--- src/rtl/core/duri_pkg.sv ---
// Shared types, codes and character lookups for the data URI payload decoder.
package duri_pkg;

  typedef struct packed {
    logic [7:0] in_char;
    logic       in_last;
  } duri_in_t;

  typedef struct packed {
    logic [7:0] out_byte;
    logic       out_valid;
    logic [1:0] status;
    logic       out_last;
  } duri_out_t;

  typedef enum logic [1:0] {
    ST_OK      = 2'd0,
    ST_BAD_B64 = 2'd1,
    ST_TRUNC   = 2'd2,
    ST_BAD_HEX = 2'd3
  } duri_status_e;

  localparam logic ModePercent = 1'b0;
  localparam logic ModeBase64  = 1'b1;

  localparam logic [7:0] CharPad     = 8'h3d;
  localparam logic [7:0] CharPercent = 8'h25;
  localparam logic [7:0] CharSpace   = 8'h20;

  localparam int unsigned QueueDepth = 2;

  typedef struct packed {
    logic       mode;
    logic       last;
    logic [7:0] chr;
    logic       skip;
    logic       pad;
    logic       pct;
    logic       b64_ok;
    logic [5:0] b64_val;
    logic       hex_ok;
    logic [3:0] hex_val;
  } duri_cls_t;

  function automatic logic [6:0] b64_lookup(input logic [7:0] c);
    logic [6:0] r;
    r = 7'h00;
    if (c >= 8'h41 && c <= 8'h5a) begin
      r = {1'b1, 6'(c - 8'h41)};
    end else if (c >= 8'h61 && c <= 8'h7a) begin
      r = {1'b1, 6'(c - 8'h61 + 8'd26)};
    end else if (c >= 8'h30 && c <= 8'h39) begin
      r = {1'b1, 6'(c - 8'h30 + 8'd52)};
    end else if (c == 8'h2b) begin
      r = {1'b1, 6'd62};
    end else if (c == 8'h2f) begin
      r = {1'b1, 6'd63};
    end
    return r;
  endfunction

  function automatic logic [4:0] hex_lookup(input logic [7:0] c);
    logic [4:0] r;
    r = 5'h00;
    if (c >= 8'h30 && c <= 8'h39) begin
      r = {1'b1, 4'(c - 8'h30)};
    end else if (c >= 8'h61 && c <= 8'h66) begin
      r = {1'b1, 4'(c - 8'h61 + 8'd10)};
    end else if (c >= 8'h41 && c <= 8'h46) begin
      r = {1'b1, 4'(c - 8'h41 + 8'd10)};
    end
    return r;
  endfunction

endpackage

--- src/rtl/core/duri_front.sv ---
// Front end: mode register, item intake and character classification.
module duri_front import duri_pkg::*; (
  input  logic      clk_i,
  input  logic      rst_ni,
  input  logic      cfg_we_i,
  input  logic      cfg_data_i,
  input  logic      in_valid_i,
  input  duri_in_t  in_item_i,
  output logic      in_stall_o,
  input  logic      full_i,
  output logic      push_o,
  output duri_cls_t cls_o
);

  logic       mode_q;
  logic [6:0] b64_res;
  logic [4:0] hex_res;

  always_ff @(posedge clk_i or negedge rst_ni) begin
    if (!rst_ni) begin
      mode_q <= ModePercent;
    end else if (cfg_we_i) begin
      mode_q <= cfg_data_i;
    end
  end

  assign b64_res    = b64_lookup(in_item_i.in_char);
  assign hex_res    = hex_lookup(in_item_i.in_char);
  assign in_stall_o = full_i;
  assign push_o     = in_valid_i && !full_i;

  always_comb begin
    cls_o.mode    = mode_q;
    cls_o.last    = in_item_i.in_last;
    cls_o.chr     = in_item_i.in_char;
    cls_o.skip    = (in_item_i.in_char == CharSpace) ||
                    (in_item_i.in_char inside {[8'h09:8'h0d]});
    cls_o.pad     = (in_item_i.in_char == CharPad);
    cls_o.pct     = (in_item_i.in_char == CharPercent);
    cls_o.b64_ok  = b64_res[6];
    cls_o.b64_val = b64_res[5:0];
    cls_o.hex_ok  = hex_res[4];
    cls_o.hex_val = hex_res[3:0];
  end

endmodule

--- src/rtl/core/duri_fifo.sv ---
// Short queue of classified items between front and back ends.
module duri_fifo import duri_pkg::*; (
  input  logic      clk_i,
  input  logic      rst_ni,
  input  logic      push_i,
  input  duri_cls_t data_i,
  output logic      full_o,
  input  logic      pop_i,
  output duri_cls_t data_o,
  output logic      empty_o
);

  localparam int unsigned PtrW = (QueueDepth > 1) ? $clog2(QueueDepth) : 1;
  localparam int unsigned CntW = $clog2(QueueDepth + 1);

  duri_cls_t         mem_q [QueueDepth];
  logic [PtrW-1:0]   wr_ptr_q, wr_ptr_d, rd_ptr_q, rd_ptr_d;
  logic [CntW-1:0]   cnt_q, cnt_d;

  assign full_o  = (cnt_q == CntW'(QueueDepth));
  assign empty_o = (cnt_q == '0);
  assign data_o  = mem_q[rd_ptr_q];

  always_comb begin
    wr_ptr_d = wr_ptr_q;
    rd_ptr_d = rd_ptr_q;
    cnt_d    = cnt_q;
    if (push_i) begin
      wr_ptr_d = (wr_ptr_q == PtrW'(QueueDepth - 1)) ? '0 : wr_ptr_q + 1'b1;
    end
    if (pop_i) begin
      rd_ptr_d = (rd_ptr_q == PtrW'(QueueDepth - 1)) ? '0 : rd_ptr_q + 1'b1;
    end
    if (push_i && !pop_i) begin
      cnt_d = cnt_q + 1'b1;
    end else if (pop_i && !push_i) begin
      cnt_d = cnt_q - 1'b1;
    end
  end

  always_ff @(posedge clk_i or negedge rst_ni) begin
    if (!rst_ni) begin
      wr_ptr_q <= '0;
      rd_ptr_q <= '0;
      cnt_q    <= '0;
    end else begin
      wr_ptr_q <= wr_ptr_d;
      rd_ptr_q <= rd_ptr_d;
      cnt_q    <= cnt_d;
    end
  end

  always_ff @(posedge clk_i) begin
    if (push_i) begin
      mem_q[wr_ptr_q] <= data_i;
    end
  end

  a_cnt_bound: assert property (@(posedge clk_i) disable iff (!rst_ni)
    cnt_q <= CntW'(QueueDepth))
    else $error("queue count above depth");

  a_no_pop_empty: assert property (@(posedge clk_i) disable iff (!rst_ni)
    pop_i |-> !empty_o)
    else $error("pop from empty queue");

  a_push_grows: assert property (@(posedge clk_i) disable iff (!rst_ni)
    push_i && !pop_i |=> cnt_q == $past(cnt_q) + 1'b1)
    else $error("queue count did not grow on push");

endmodule

--- src/rtl/core/duri_back.sv ---
// Back end: base64 and percent decode state, error latch and output register.
module duri_back import duri_pkg::*; (
  input  logic      clk_i,
  input  logic      rst_ni,
  input  logic      empty_i,
  input  duri_cls_t item_i,
  output logic      pop_o,
  output logic      out_valid_o,
  output duri_out_t out_item_o,
  input  logic      out_stall_i
);

  typedef enum logic [2:0] {
    ESC_IDLE = 3'b001,
    ESC_HI   = 3'b010,
    ESC_LO   = 3'b100
  } esc_e;

  logic [11:0]  acc_q, acc_d, acc_new, shifted;
  logic [2:0]   pend_q, pend_d, shamt;
  logic [3:0]   pend_sum;
  logic         pad_q, pad_d;
  esc_e         esc_q, esc_d;
  logic [3:0]   hi_q, hi_d;
  logic         bad_q, bad_d;
  duri_status_e err_q, err_d;
  logic [7:0]   byte_v;
  logic         vld_v;
  logic         out_vld_q;
  duri_out_t    out_q;

  assign pop_o       = !empty_i && (!out_vld_q || !out_stall_i);
  assign out_valid_o = out_vld_q;
  assign out_item_o  = out_q;
  assign acc_new     = {acc_q[5:0], item_i.b64_val};
  assign pend_sum    = {1'b0, pend_q} + 4'd6;
  assign shamt       = 3'(pend_sum - 4'd8);
  assign shifted     = acc_new >> shamt;

  always_comb begin
    acc_d  = acc_q;
    pend_d = pend_q;
    pad_d  = pad_q;
    esc_d  = esc_q;
    hi_d   = hi_q;
    bad_d  = bad_q;
    err_d  = err_q;
    byte_v = 8'h00;
    vld_v  = 1'b0;
    if (pop_o && err_q == ST_OK) begin
      if (item_i.mode == ModeBase64) begin
        if (pad_q || item_i.skip) begin
          pad_d = pad_q;
        end else if (item_i.pad) begin
          pad_d = 1'b1;
        end else if (!item_i.b64_ok) begin
          err_d = ST_BAD_B64;
        end else begin
          acc_d = acc_new;
          if (pend_sum >= 4'd8) begin
            byte_v = shifted[7:0];
            vld_v  = 1'b1;
            pend_d = shamt;
          end else begin
            pend_d = pend_sum[2:0];
          end
        end
      end else begin
        case (esc_q)
          ESC_IDLE: begin
            if (item_i.pct) begin
              if (item_i.last) begin
                err_d = ST_TRUNC;
              end else begin
                esc_d = ESC_HI;
              end
            end else begin
              byte_v = item_i.chr;
              vld_v  = 1'b1;
            end
          end
          ESC_HI: begin
            if (item_i.last) begin
              err_d = ST_TRUNC;
            end else begin
              bad_d = !item_i.hex_ok;
              hi_d  = item_i.hex_ok ? item_i.hex_val : 4'h0;
              esc_d = ESC_LO;
            end
          end
          ESC_LO: begin
            if (bad_q || !item_i.hex_ok) begin
              err_d = ST_BAD_HEX;
            end else begin
              byte_v = {hi_q, item_i.hex_val};
              vld_v  = 1'b1;
            end
            esc_d = ESC_IDLE;
            bad_d = 1'b0;
            hi_d  = 4'h0;
          end
          default: begin
            esc_d = ESC_IDLE;
          end
        endcase
      end
    end
  end

  always_ff @(posedge clk_i or negedge rst_ni) begin
    if (!rst_ni) begin
      acc_q     <= '0;
      pend_q    <= '0;
      pad_q     <= 1'b0;
      esc_q     <= ESC_IDLE;
      hi_q      <= '0;
      bad_q     <= 1'b0;
      err_q     <= ST_OK;
      out_vld_q <= 1'b0;
    end else begin
      if (pop_o) begin
        out_vld_q <= 1'b1;
        if (item_i.last) begin
          acc_q  <= '0;
          pend_q <= '0;
          pad_q  <= 1'b0;
          esc_q  <= ESC_IDLE;
          hi_q   <= '0;
          bad_q  <= 1'b0;
          err_q  <= ST_OK;
        end else begin
          acc_q  <= acc_d;
          pend_q <= pend_d;
          pad_q  <= pad_d;
          esc_q  <= esc_d;
          hi_q   <= hi_d;
          bad_q  <= bad_d;
          err_q  <= err_d;
        end
      end else if (!out_stall_i) begin
        out_vld_q <= 1'b0;
      end
    end
  end

  always_ff @(posedge clk_i) begin
    if (pop_o) begin
      out_q.out_byte  <= byte_v;
      out_q.out_valid <= vld_v;
      out_q.status    <= err_d;
      out_q.out_last  <= item_i.last;
    end
  end

  a_pend_even: assert property (@(posedge clk_i) disable iff (!rst_ni)
    !pend_q[0])
    else $error("odd pending bit count");

  a_last_clears: assert property (@(posedge clk_i) disable iff (!rst_ni)
    pop_o && item_i.last |=> pend_q == '0 && err_q == ST_OK && esc_q == ESC_IDLE && !pad_q)
    else $error("state not cleared after last item");

  a_err_no_byte: assert property (@(posedge clk_i) disable iff (!rst_ni)
    out_vld_q && out_q.status != ST_OK |-> !out_q.out_valid)
    else $error("byte emitted with error status");

endmodule

--- src/rtl/core/data_uri_payload_decoder.sv ---
// Top level of the data URI payload decoder (base64 or percent escapes).
//   Channel   Direction  Handshake                Payload
//   in        input      in_valid_i / in_stall_o   in_item_i  (char, last)
//   out       output     out_valid_o / out_stall_i out_item_o (byte, valid, status, last)
//   cfg       input      cfg_we_i                  cfg_data_i (mode)
// One item per cycle unless stalled; items are queued, then held in the output register.
// The two-entry queue between intake and decode, plus the output register,
// lets intake continue while a result waits under out_stall_i.
// Reset clears the mode register to percent decoding and all decode state.
// The decode state also clears after each item marked last.
module data_uri_payload_decoder import duri_pkg::*; (
  input  logic      clk_i,
  input  logic      rst_ni,
  input  logic      cfg_we_i,
  input  logic      cfg_data_i,
  input  logic      in_valid_i,
  input  duri_in_t  in_item_i,
  output logic      in_stall_o,
  output logic      out_valid_o,
  output duri_out_t out_item_o,
  input  logic      out_stall_i
);

  logic      push, pop, full, empty;
  duri_cls_t cls_in, cls_out;

  duri_front u_front (
    .clk_i      (clk_i),
    .rst_ni     (rst_ni),
    .cfg_we_i   (cfg_we_i),
    .cfg_data_i (cfg_data_i),
    .in_valid_i (in_valid_i),
    .in_item_i  (in_item_i),
    .in_stall_o (in_stall_o),
    .full_i     (full),
    .push_o     (push),
    .cls_o      (cls_in)
  );

  duri_fifo u_fifo (
    .clk_i   (clk_i),
    .rst_ni  (rst_ni),
    .push_i  (push),
    .data_i  (cls_in),
    .full_o  (full),
    .pop_i   (pop),
    .data_o  (cls_out),
    .empty_o (empty)
  );

  duri_back u_back (
    .clk_i       (clk_i),
    .rst_ni      (rst_ni),
    .empty_i     (empty),
    .item_i      (cls_out),
    .pop_o       (pop),
    .out_valid_o (out_valid_o),
    .out_item_o  (out_item_o),
    .out_stall_i (out_stall_i)
  );

endmodule

--- config.mk ---
export PLATFORM = sky130hd
export DESIGN_NAME = data_uri_payload_decoder
export DESIGN_NICKNAME = d
export VERILOG_FILES = /design/src/rtl/core/duri_pkg.sv /design/src/rtl/core/duri_front.sv /design/src/rtl/core/duri_fifo.sv /design/src/rtl/core/duri_back.sv /design/src/rtl/core/data_uri_payload_decoder.sv
export SDC_FILE = /design/constraint.sdc
export NUM_CORES = 1
export LEC_CHECK = 0
export BUFFER_PORTS_ARGS = -buffer_cell sky130_fd_sc_hd__buf_2
export CORE_ASPECT_RATIO = 0.75
export CORE_MARGIN = 2
export CORE_UTILIZATION = 54
export CTS_CLUSTER_DIAMETER = 120
export DETAILED_ROUTE_END_ITERATION = 8
export PLACE_DENSITY = 0.69
export SYNTH_ARGS = -nofsm -noshare
export SYNTH_HDL_FRONTEND = slang
export SYNTH_HIERARCHICAL = 1
export SYNTH_SLANG_ARGS = --single-unit
--- constraint.sdc ---
create_clock -name clk_i -period 2.8 [get_ports clk_i]
set_input_delay 0.14 -clock clk_i [delete_from_list [all_inputs] [get_ports clk_i]]
set_output_delay 0.14 -clock clk_i [all_outputs]
set_load 0.005 [all_outputs]
==> impl_metrics.prom <==
# TYPE chip_impl_metric gauge
chip_impl_info{name="status",value="finished, final reports clean"} 1
chip_impl_info{name="global_route.peak_usage_layer",value="met2"} 1
chip_impl_metric{name="async_flop_share",unit="%"} 28.7
chip_impl_metric{name="post_route_cells_drive_above_1_share",unit="%"} 23.8
chip_impl_info{name="crit_path_top_delay_cell",value="sky130_fd_sc_hd__dfrtp_1"} 1
chip_impl_metric{name="placement_rows",unit=""} 30
chip_impl_metric{name="grt.total_usage",unit="%"} 20.3
chip_impl_metric{name="drt-total-wl",unit="mm"} 9.51
chip_impl_metric{name="grt_start_max_net_pins",unit=""} 26
chip_impl_metric{name="insertion_delay",unit="ns"} 0.33
chip_impl_metric{name="synthesis.nets",unit=""} 421
chip_impl_metric{name="worst_path_largest_cell_delay",unit="ns"} 0.58
chip_impl_metric{name="timing.critical_path.arrival",unit="ns"} 2.49
chip_impl_metric{name="fmax",unit="MHz"} 428
chip_impl_metric{name="timing.setup.tns",unit="ns"} 0
chip_impl_metric{name="deepest_clock_path_buffer_count",unit=""} 2
chip_impl_metric{name="power_density",unit="mW/mm^2"} 904
chip_impl_metric{name="place.gp.congestion",unit=""} 0.892
chip_impl_metric{name="power_frac_seq",unit="%"} 41.2
chip_impl_metric{name="share_of_the_clock_period_used_by_the_worst_path",unit="%"} 83.5
chip_impl_metric{name="final_hold_viol_count",unit=""} 0
chip_impl_metric{name="finalMaxSlewViolations",unit=""} 0
chip_impl_metric{name="finalWorstPathRequiredPeriod",unit="ns"} 2.34
chip_impl_info{name="cell_at_the_root_of_the_clock_tree",value="sky130_fd_sc_hd__clkbuf_16"} 1
chip_impl_metric{name="leakage",unit="uW"} 0.00213
chip_impl_info{name="prevailing_post_synth_register_cell",value="sky130_fd_sc_hd__edfxtp_1"} 1
chip_impl_metric{name="grt_first_pass_wirelength",unit="mm"} 15.4
chip_impl_metric{name="count_of_synthesis_stage_warnings_from_yosys",unit=""} 6
chip_impl_metric{name="avgViaCountPerCell",unit=""} 6.02
chip_impl_metric{name="synthesis.area_per_instance",unit="um^2"} 12.5
chip_impl_metric{name="globalRouteMet1Util",unit="%"} 29.0
chip_impl_info{name="path_delay_family",value="simple AND/OR/NAND/NOR gates"} 1
chip_impl_metric{name="clockPowerShare",unit="%"} 23.7
chip_impl_metric{name="number_of_antenna_violations_at_the_first_check_in_global_routing",unit=""} 0
chip_impl_metric{name="total_die_area",unit="mm^2"} 0.00984
chip_impl_metric{name="synthesis.instances",unit=""} 390
chip_impl_info{name="clock_tree_from_tritoncts",value="done"} 1
chip_impl_metric{name="peak_supply_drop",unit="V"} 0.000351
chip_impl_metric{name="max_slew_margin",unit="%"} 43.2
chip_impl_metric{name="numPortBuffers",unit=""} 28
chip_impl_metric{name="top_level_ports",unit=""} 29
chip_impl_info{name="worst_setup_path_start_kind",value="flip-flop"} 1
chip_impl_metric{name="critPathMaxFanout",unit=""} 9
chip_impl_metric{name="global_route.usage.met2",unit="%"} 31.6
chip_impl_metric{name="cp.required",unit="ns"} 2.95
chip_impl_metric{name="ys_ff_latch",unit=""} 87
chip_impl_metric{name="dr.first_iter.drc_count",unit=""} 221
chip_impl_info{name="worst-setup-path-type",value="flip-flop to flip-flop"} 1
chip_impl_metric{name="synthesis.area",unit="mm^2"} 0.00489
chip_impl_metric{name="switching_share",unit="%"} 32.4
chip_impl_metric{name="synth_edf_count",unit=""} 62
chip_impl_metric{name="finalPower",unit="uW"} 4840
chip_impl_metric{name="drt_first_pass_iters",unit=""} 5
chip_impl_metric{name="report.final.setup_viol",unit=""} 0
chip_impl_metric{name="post_drt_wl_per_cell",unit="um"} 17.9
chip_impl_metric{name="syn_to_final_growth",unit="%"} 9.58
chip_impl_metric{name="antenna_cells_inserted",unit=""} 0
chip_impl_metric{name="via_count",unit=""} 3200
chip_impl_info{name="timing.hold.worst.class",value="input port to flip-flop"} 1
chip_impl_metric{name="nNetsFinal",unit=""} 446
chip_impl_metric{name="clock_skew",unit="ns"} 0.00987
chip_impl_metric{name="grtUsageMet3",unit="%"} 4.34
chip_impl_metric{name="post-route-util",unit="%"} 59.9
chip_impl_metric{name="htree_levels",unit=""} 3
chip_impl_metric{name="detail_route_antenna_nets",unit=""} 0
chip_impl_metric{name="first_global_vias",unit=""} 2984
chip_impl_metric{name="globalRoute.totalOverflow",unit=""} 0
chip_impl_metric{name="netlist-cell-type-count",unit=""} 74
chip_impl_metric{name="half_perimeter_wire_length_of_the_detailed_placement_result",unit="mm"} 7.00
chip_impl_metric{name="initial_utilization",unit="%"} 54.7
chip_impl_metric{name="detail_route.drc_violations",unit=""} 0
chip_impl_metric{name="max_cap_violations",unit=""} 0
chip_impl_metric{name="critPathBufInv",unit=""} 0
chip_impl_metric{name="synth.yosys.seq_area_share",unit="%"} 50.9
chip_impl_metric{name="die_span_x",unit="um"} 114
chip_impl_metric{name="netSwitchingPower",unit="uW"} 1570
chip_impl_metric{name="path_clk_slew",unit="ns"} 0.06
chip_impl_info{name="end_kind",value="flip-flop"} 1
chip_impl_metric{name="placeableCoreArea",unit="mm^2"} 0.00893
chip_impl_info{name="critical_path_cell_list",value="mux2_4 -> nor4b_2 -> nand4b_1 -> o22ai_1"} 1
chip_impl_metric{name="power_frac_comb",unit="%"} 35.2
chip_impl_metric{name="worst-slew-pin-transition",unit="ns"} 0.845
chip_impl_metric{name="cts-buffers-inserted",unit=""} 9
chip_impl_metric{name="cellInternalPower",unit="uW"} 3270
chip_impl_metric{name="clock_sinks",unit=""} 87
chip_impl_info{name="rsz0062_at_grt",value="no"} 1
chip_impl_metric{name="die-height",unit="um"} 86.4
[final timing paths]
path,cells after the start,start,slack (ns),endpoint
max,4,u_fifo/rd_ptr_q,0.46,u_back/out_item_o[6]
min,2,cfg_data_i,0.05,u_front/mode_q
max reg2reg,4,u_fifo/rd_ptr_q,0.46,u_back/out_item_o[6]
min reg2reg,0,u_front/mode_q,0.47,u_fifo/mem_q[1][24]
max in group asynchronous,2,rst_ni,2.04,u_front/mode_q
min in group asynchronous,2,rst_ni,0.36,u_back/err_q[0]
[state kept, by name, indices dropped and copies added, names as in the netlist]
| register | flops |
|---|---|
| u_back/esc_q | 3 |
| u_back/pad_q | 1 |
| u_back/out_valid_o | 1 |
| u_back/hi_q | 4 |
| u_back/out_item_o | 12 |
| u_back/pend_q | 2 |
| u_fifo/wr_ptr_q | 1 |
| u_front/mode_q | 1 |
| u_back/acc_q | 6 |
| u_fifo/mem_q | 50 |
| u_fifo/rd_ptr_q | 1 |
| u_back/bad_q | 1 |
| u_back/err_q | 2 |
| u_fifo/cnt_q | 2 |
[power groups by stage]
stage                     combinational, uW  clock (uW)  sequential [uW]
after global routing                   1860        1230             2030
final                                  1700        1150             1990
after global placement                 1680           0             2010
after detailed placement               1700           0             2020
after floorplan                        1360           0             1960
after CTS                              1710        1180             1990
[cells in the final DEF (no fill, tap or decap), types with 4 or more instances in the layout]
master                      instances
sky130_fd_sc_hd__nor2b_1            8
sky130_fd_sc_hd__xnor2_1            5
sky130_fd_sc_hd__a22o_1             8
sky130_fd_sc_hd__edfxtp_1          62
sky130_fd_sc_hd__clkbuf_16          9
sky130_fd_sc_hd__xor2_1             6
sky130_fd_sc_hd__a21oi_1           14
sky130_fd_sc_hd__nand2b_1           8
sky130_fd_sc_hd__nand3_1            6
sky130_fd_sc_hd__mux2_2            12
sky130_fd_sc_hd__mux2_4            20
sky130_fd_sc_hd__a22oi_1           10
sky130_fd_sc_hd__nor2_1            15
sky130_fd_sc_hd__buf_4              8
sky130_fd_sc_hd__ha_1              16
sky130_fd_sc_hd__o22ai_1           11
sky130_fd_sc_hd__inv_1             21
sky130_fd_sc_hd__mux2i_1           11
sky130_fd_sc_hd__and2_1             4
sky130_fd_sc_hd__nor4_1             4
sky130_fd_sc_hd__buf_2             28
sky130_fd_sc_hd__nand2_1           23
sky130_fd_sc_hd__o21ai_0            9
sky130_fd_sc_hd__dfrtp_1           24
[timing repair]
action | 4_1_cts | 5_1_grt
hold endpoints to repair | 26 | 0
buffers inserted | 0 | 0
hold buffers | 2 | 0
resized for setup | 0 | 0
[routing by layer]
metal	wire [um]	vias up	part of all wire [%]
li1	-	1520	-
met1	4390	1549	46
met5	0	-	0
met3	559	13	5.9
met2	4430	118	47
met4	123	0	1.3
[synth_stat cells, types with 3 or more instances]
| library cell | count | area [um^2] |
|---|---|---|
| sky130_fd_sc_hd__nand3b_1 | 3 | 22.5 |
| sky130_fd_sc_hd__a21oi_1 | 14 | 70.1 |
| sky130_fd_sc_hd__buf_2 | 3 | 15.0 |
| sky130_fd_sc_hd__nor4_1 | 4 | 25.0 |
| sky130_fd_sc_hd__a22o_1 | 8 | 70.1 |
| sky130_fd_sc_hd__dfrtp_1 | 24 | 601 |
| sky130_fd_sc_hd__xnor2_1 | 5 | 43.8 |
| sky130_fd_sc_hd__buf_4 | 12 | 90.1 |
| sky130_fd_sc_hd__edfxtp_1 | 62 | 1860 |
| sky130_fd_sc_hd__nor3_1 | 3 | 15.0 |
| sky130_fd_sc_hd__o22ai_1 | 11 | 68.8 |
| sky130_fd_sc_hd__and2_1 | 4 | 25.0 |
| sky130_fd_sc_hd__mux2i_1 | 11 | 110 |
| sky130_fd_sc_hd__ha_1 | 16 | 200 |
| sky130_fd_sc_hd__clkbuf_1 | 5 | 18.8 |
| sky130_fd_sc_hd__nor2b_1 | 9 | 56.3 |
| sky130_fd_sc_hd__inv_1 | 21 | 78.8 |
| sky130_fd_sc_hd__nor2_1 | 15 | 56.3 |
| sky130_fd_sc_hd__xor2_1 | 6 | 52.6 |
| sky130_fd_sc_hd__a22oi_1 | 10 | 75.1 |
| sky130_fd_sc_hd__o21ai_0 | 9 | 45.0 |
| sky130_fd_sc_hd__nand3_1 | 6 | 30.0 |
| sky130_fd_sc_hd__a21o_1 | 3 | 22.5 |
| sky130_fd_sc_hd__nand2_1 | 23 | 86.3 |
| sky130_fd_sc_hd__nand2b_1 | 8 | 50.1 |
| sky130_fd_sc_hd__mux2_4 | 20 | 300 |
| sky130_fd_sc_hd__a41oi_1 | 3 | 26.3 |
| sky130_fd_sc_hd__mux2_2 | 12 | 135 |
[cells by family (layout without fill, tap and decap cells)]
kind of cell / after synthesis / after routing / synth area share [%]
AO/OA/AOI/OAI: 92 / 92 / 15.0
XOR/XNOR: 11 / 11 / 1.97
adder cells (fa/ha/maj): 16 / 16 / 4.10
buffers and inverters: 45 / 75 / 5.43
flip-flops: 87 / 87 / 50.9
multiplexers: 43 / 43 / 11.2
AND/OR/NAND/NOR: 96 / 96 / 11.4
[cell type report]
cell class | count | area (um^2)
Multi-Input combinational cell | 258 | 2140
Tap cell | 112 | 140
Sequential cell | 87 | 2490
Inverter | 21 | 78.8
Timing Repair Buffer | 38 | 220
Fill cell | 706 | 3580
Clock buffer | 11 | 233
Clock inverter | 5 | 58.8
[through the flow]
step / std cells / hold slack [ns] / cell area (um^2) / setup slack [ns]
6_report: 532 / 0.0518 / 5360 / 0.462
5_1_grt: 532 / 0.0521 / 5360 / 0.319
4_1_cts: 532 / 0.0420 / 5360 / 0.481
3_5_place_dp: 514 / 0.183 / 5040 / 0.258
3_3_place_gp: 514 / 0.174 / 5040 / 0.425
2_1_floorplan: 390 / -0.156 / 4890 / 0.461
(Power assumes the default switching activity.)
